==> src/hdl/hgat_pkg.sv <==
// Package for the hash group aggregate table.
// Holds field widths, status codes, slot layout and controller/datapath signal groups.
// Depends on nothing.
`default_nettype none
package hgat_pkg;

	localparam int KEY_W    = 32;
	localparam int SAMPLE_W = 16;
	localparam int CNT_W    = 32;
	localparam int SUM_W    = 48;
	localparam int IDX_W    = 10;
	localparam int FILL_W   = 11;
	localparam int STATUS_W = 3;

	localparam logic [FILL_W-1:0] MAX_FILL_RST = 11'd512;
	localparam logic [SUM_W-1:0]  SUM_POS_LIM  = {1'b0, {(SUM_W-1){1'b1}}};
	localparam logic [SUM_W-1:0]  SUM_NEG_LIM  = {1'b1, {(SUM_W-1){1'b0}}};
	localparam logic [CNT_W-1:0]  CNT_LIM      = {CNT_W{1'b1}};

	typedef enum logic [STATUS_W-1:0] {
		ST_UPDATED   = 3'd0,
		ST_INSERTED  = 3'd1,
		ST_FOUND     = 3'd2,
		ST_NOT_FOUND = 3'd3,
		ST_FULL      = 3'd4
	} status_t;

	// One stored slot of the table.
	typedef struct packed {
		logic                       valid;
		logic [KEY_W-1:0]           key;
		logic [CNT_W-1:0]           count;
		logic signed [SUM_W-1:0]    sum;
		logic signed [SAMPLE_W-1:0] min;
		logic signed [SAMPLE_W-1:0] max;
	} slot_t;

	// Commands from the controller to the datapath.
	typedef struct packed {
		logic    load;      // capture an accepted transaction
		logic    set_addr;  // start probing at the home slot
		logic    rd;        // read the slot under the probe address
		logic    advance;   // step to the next slot
		logic    clr;       // write one empty slot of the clearing pass
		logic    write;     // write the new aggregate back
		logic    out_load;  // load the result register
		status_t code;      // status of the result
	} cmd_t;

	// Status from the datapath to the controller.
	typedef struct packed {
		logic home_done;
		logic clr_last;
		logic lookup;
		logic empty;
		logic match;
		logic last_probe;
		logic has_room;
		logic out_free;
	} sts_t;

endpackage
`default_nettype wire

==> src/hdl/hgat_ctrl.sv <==
// Controller of the hash group aggregate table.
// Sequences clearing, home slot, probing and result hand-off; uses hgat_pkg.
`default_nettype none
module hgat_ctrl
	import hgat_pkg::*;
(
	input  wire logic clk,
	input  wire logic arst_n,
	input  wire logic req_valid,
	output logic      req_ready,
	input  wire sts_t sts,
	output cmd_t      cmd
);
	typedef enum logic [2:0] {
		S_CLEAR,
		S_IDLE,
		S_HOME,
		S_READ,
		S_CHECK
	} state_t;

	state_t state_q;
	state_t state_nx;
	logic   emit;
	logic   wr;

	assign req_ready = (state_q == S_IDLE);

	// Command decode and next state.
	always_comb begin
		cmd      = '0;
		cmd.code = ST_NOT_FOUND;
		state_nx = state_q;
		emit     = 1'b0;
		wr       = 1'b0;
		case (state_q)
			S_CLEAR: begin
				cmd.clr = 1'b1;
				if (sts.clr_last) begin
					state_nx = S_IDLE;
				end
			end
			S_IDLE: begin
				if (req_valid) begin
					cmd.load = 1'b1;
					state_nx = S_HOME;
				end
			end
			S_HOME: begin
				if (sts.home_done) begin
					cmd.set_addr = 1'b1;
					state_nx     = S_READ;
				end
			end
			S_READ: begin
				cmd.rd   = 1'b1;
				state_nx = S_CHECK;
			end
			S_CHECK: begin
				if (sts.empty) begin
					emit = 1'b1;
					if (sts.lookup) begin
						cmd.code = ST_NOT_FOUND;
					end else if (sts.has_room) begin
						cmd.code = ST_INSERTED;
						wr       = 1'b1;
					end else begin
						cmd.code = ST_FULL;
					end
				end else if (sts.match) begin
					emit = 1'b1;
					if (sts.lookup) begin
						cmd.code = ST_FOUND;
					end else begin
						cmd.code = ST_UPDATED;
						wr       = 1'b1;
					end
				end else if (sts.last_probe) begin
					emit     = 1'b1;
					cmd.code = sts.lookup ? ST_NOT_FOUND : ST_FULL;
				end else begin
					cmd.advance = 1'b1;
					state_nx    = S_READ;
				end
				// The write and the result go together once the result register is free.
				if (emit && sts.out_free) begin
					cmd.out_load = 1'b1;
					cmd.write    = wr;
					state_nx     = S_IDLE;
				end
			end
			default: begin
				state_nx = S_IDLE;
			end
		endcase
	end

	// State register.
	always_ff @(posedge clk or negedge arst_n) begin
		if (!arst_n) begin
			state_q <= S_CLEAR;
		end else begin
			state_q <= state_nx;
		end
	end
endmodule
`default_nettype wire

==> config.mk <==
export PLATFORM = sky130hd
export DESIGN_NAME = hgat_ctrl
export DESIGN_NICKNAME = d
export VERILOG_FILES = /design/src/hdl/hgat_pkg.sv /design/src/hdl/hgat_ctrl.sv
export SDC_FILE = /design/constraint.sdc
export NUM_CORES = 1
export LEC_CHECK = 0
export BUFFER_PORTS_ARGS = -buffer_cell sky130_fd_sc_hd__buf_4
export CAP_MARGIN = 20
export CORE_AREA = 2 2 39 41
export CTS_CLUSTER_SIZE = 12
export DETAILED_ROUTE_END_ITERATION = 12
export DIE_AREA = 0 0 41 43
export GPL_TIMING_DRIVEN = 0
export PLACE_DENSITY = 0.53
export SYNTH_ARGS = -nofsm -noshare
export SYNTH_HDL_FRONTEND = slang
export SYNTH_SLANG_ARGS = --single-unit
==> constraint.sdc <==
create_clock -name clk -period 1.5 [get_ports clk]
set_input_delay 0.3 -clock clk [delete_from_list [all_inputs] [get_ports clk]]
set_output_delay 0.3 -clock clk [all_outputs]
set_load 0.02 [all_outputs]
## Yosys cells after proc, flatten, opt, wreduce, memory -nomap -nowiden

Index checks and enable logic that the tools add are counted.

| word-level totals | value |
|---|---|
| input bits | 11 |
| logic and storage cells | 50 |
| output and inout port bits | 11 |
| flip-flop bits (word level) | 3 |

| cells by class | value |
|---|---|
| multiplexer cells | 36 |
| equality and inequality tests | 10 |
| reduce and logical (&&, ||, !) cells | 3 |

Operator list:

| kind | count |
|---|---|
| 3-bit two-way mux | 13 |
| 1-bit two-way mux | 19 |
| 3-bit one-hot mux with 5 select lines | 1 |
| 3-bit != test (second input constant) | 3 |
| 3-bit by 2-bit equality test with 1-bit output (second input constant) | 2 |
| 2-bit != test (second input constant) | 3 |
| 6-bit AND reduction | 1 |
| 5-bit two-way mux | 1 |
| 2-bit two-way mux | 2 |
| 3-bit by 1-bit equality test with 1-bit output (second input constant) | 1 |
| 3-bit equality test (second input constant) | 1 |
| 3-bit logical NOT | 1 |
| 1-bit logical AND | 1 |

## Longest topological paths before layout

| depth | value |
|---|---|
| depth after elaboration | 7 |
| depth in mapped cells | 4 |
| mapped depth without buffers | 3 |

## Worst setup path before layout

Ideal clock, no wire load.

| timing | value |
|---|---|
| path type | reg-to-output |
| start point | register state_q[1] |
| end point | output cmd[4] (netlist name) |
| slack | -0.149 ns |
| buffers on the path | 1 |
| stages on the path, launching flop included | 5 |
| required time | 1.200 ns |
| arrival | 1.349 ns |
| cell sequence | dfrtp_1 -> buf_2 -> or3b_2 -> nor2_1 -> o211a_1 |

RTL lines:

| item | RTL line | RTL |
|---|---|---|
| start: declaration | hgat_ctrl.sv:22 | `state_t state_q;` |
| start signal: assignment | hgat_ctrl.sv:103 | `state_q <= state_nx;` |
| end: declaration | hgat_ctrl.sv:12 | `output cmd_t cmd` |

==> results_dict.tcl <==
set metrics [dict create \
    worst-slew-pin-transition_ns 0.1889 \
    largest_net_degree_at_the_start_of_global_routing 9 \
    setup_viol 9 \
    yosysSeqAreaShare 0.2490 \
    run_status "finished with violations" \
    yosys.area_share.adder 0 \
    ant_nets 0 \
    design.core.area_mm2 0.001384 \
    grt_pass1_wl_mm 1.614 \
    start_kind "register" \
    layout-area-overhead-vs-synth_pct 117.8 \
    totalNegativeSetupSlack_ns -1.047 \
    layout_min_cycle_time_ns 1.728 \
    drive_gt1_frac 0.6522 \
    failed_checks "setup timing" \
    grt_usage 0.1434 \
    grt_setup_unrepaired "true" \
    floorplan.die.width_um 41 \
    cts_buffers 3 \
    rr_worst_depth 4 \
    stdcell_area_um2 656.9 \
    fmax_ghz 0.5786 \
    yosys.area.top_type "dfrtp_1" \
    finalWeightedCongestion 0.6167 \
    yosys.area_share.xor_xnor 0 \
    timing.rr.start "state_q[0]" \
    worstSetupEndpointType "output port" \
    filler_cell_count 141 \
    synth.area.mux_share 0 \
    ctsHtreeMaxLevel 1 \
    clock-root-buffer "clkbuf_4" \
    design.portCount 22 \
    final.setup.worst_slack_ns -0.2282 \
    area_share_of_the_largest_cell_type_after_synthesis 0.2490 \
    synth-edff-count 0 \
    max_flop_register "state_q" \
    drv_slew 0 \
    wl_per_cell_um 12.86 \
    final_stage_net_count 81 \
    die_height_um 43 \
    hold_path.class "input port to register" \
    antennaDiodeCount 0 \
    largest_register_ffs 3 \
    detailed_place_hpwl_um 665.9 \
    total_leakage_power_nw 0.3068 \
    floorplan.rows 14 \
    warnings_synthesis 0 \
    via_per_inst 4.529 \
    netlist-cell-type-count 22 \
    globalRoute.totalOverflow 0 \
    synthSimpleGateAreaFrac 0.5021 \
    combinational_family_with_the_most_area_after_synthesis "simple AND/OR/NAND/NOR gates" \
    drt-pass1-iter-count 3 \
    worst_clock_skew_ns 0.002701 \
    route.vias.total 385 \
    detailedPlace.worstSlack_ns -0.1448 \
    wl_mm 1.093 \
    timing.hold.worst.start "sts[0]" \
    crit_start "state_q[0]" \
    synth.net_count 50 \
    powerDensity_mw_per_mm2 1787 \
    clock_latency_ns 0.23 \
    drc 0 \
    die_area_mm2 0.001763 \
    area_fraction_in_compound_gates_after_synthesis 0.2158 \
    finalCritPeriodShare 1.152 \
    synth.area.top_cells "dfrtp_1 25%, and2_1 8.3%, a21oi_1 6.6%" \
    hold_ws_ns 0.2955 \
    timing.slew.headroom 0.8739 \
    floorplan.initialDensity 0.2179 \
    port-buffer-count 21 \
    clockBufferDepth 2 \
    drv.max_cap_violation_count 0 \
    timing.final.hold_violations 0 \
    post_synth_instance_area_um2 301.5 \
    post_synth.cell_area_avg_um2 7.732 \
    worst_ep_arrival_time_ns 1.43 \
    async_reset_ff_frac 1.000 \
    layout_top_registers "state_q (3)" \
    worst_ep_required_time_ns 1.20 \
    crit_fanout 3 \
    grt_pass1_vias 386 \
    drtIter0Drc 2 \
    antenna_found_initial 0 \
    worstHoldPathCells 2 \
    critical_path_class "register to output port" \
    netlist_top_cells_count "4 x a21oi_1, 4 x and2_1, 3 x dfrtp_1, 3 x nand2_1, 3 x nand2b_1" \
    worst_setup_hold_path_clk_slew_ns 0.04 \
    worst_ir_drop_vdd_mv 0.4509 \
    yosys_register_bits 3 \
    postPlaceCellArea_um2 494.2 \
    cts.sinks 3 \
    syn_inst 39 \
    cts_tree "done" \
    synthFlopType "dfrtp_1" \
]
cell families after synthesis:
| family | count (synthesis) |
|---|---|
| flops | 3 |
| simple gates | 24 |
| buf+inv | 2 |
| compound gates | 10 |
what timing repair did:
action | in CTS | in global routing
buffers inserted | 5 | 1
resized for setup | 16 | 9
endpoints found under the hold margin | 3 | 0
setup endpoints to repair | 9 | 11
hold buffers | 1 | 0
pin swaps | 3 | 2
stage by stage:
stage	util	total power, mW	std cells
after floorplan	-	0.5099	39
after global placement	0.3571	0.6957	76
after detailed placement	0.3571	0.6985	76
after CTS	0.4412	1.037	84
after global routing	0.4747	1.248	85
final	0.4747	1.174	85
cell usage in the layout (no fill, tap or decap), types with 2 or more instances in the layout:
master | Yosys | layout
nand2b_1 | 3 | 3
clkbuf_4 | 0 | 3
and2_1 | 4 | 2
buf_6 | 0 | 8
nor2b_4 | 0 | 2
buf_4 | 0 | 18
nand2_1 | 3 | 2
dfrtp_2 | 0 | 3
a21oi_1 | 4 | 4
and2_4 | 0 | 2
metal layers:
| layer | part of all wire | global-route usage | up-vias |
|---|---|---|---|
| met5 | 0 | 0 | - |
| met4 | 0 | 0.08000 | 0 |
| met3 | 0.090 | 0.05236 | 0 |
| met2 | 0.54 | 0.2500 | 22 |
| met1 | 0.37 | 0.1314 | 166 |
| li1 | - | - | 197 |
final cells by class:
class / count / area, um2 / area share
Timing Repair Buffer: 28 / 250.2 / 0.3810
Tap cell: 16 / 20.02 / 0.03048
Sequential cell: 3 / 78.83 / 0.1200
Clock buffer: 4 / 26.28 / 0.04000
Multi-Input combinational cell: 34 / 281.5 / 0.4286
worst max-delay path, stage by stage, from the launching register on:
cell and delay (ns):
dfrtp_2 0.40, or3b_4 0.42, nor2_4 0.11, o211a_1 0.16, buf_6 0.11
worst paths after layout:
check                        endpoint  slack [ns]
min in group asynchronous  state_q[2]        0.40
max in group asynchronous  state_q[0]        0.99
max                            cmd[4]       -0.23
max reg2reg                state_q[1]        0.19
min reg2reg                state_q[0]        0.72
min                        state_q[2]        0.30
where the power goes:
part	switching, mW	internal, mW
logic	0.402	0.466
registers	0.0363	0.131
clock network	0.0387	0.0994
Note: power is estimated with default switching activity, not from simulation.
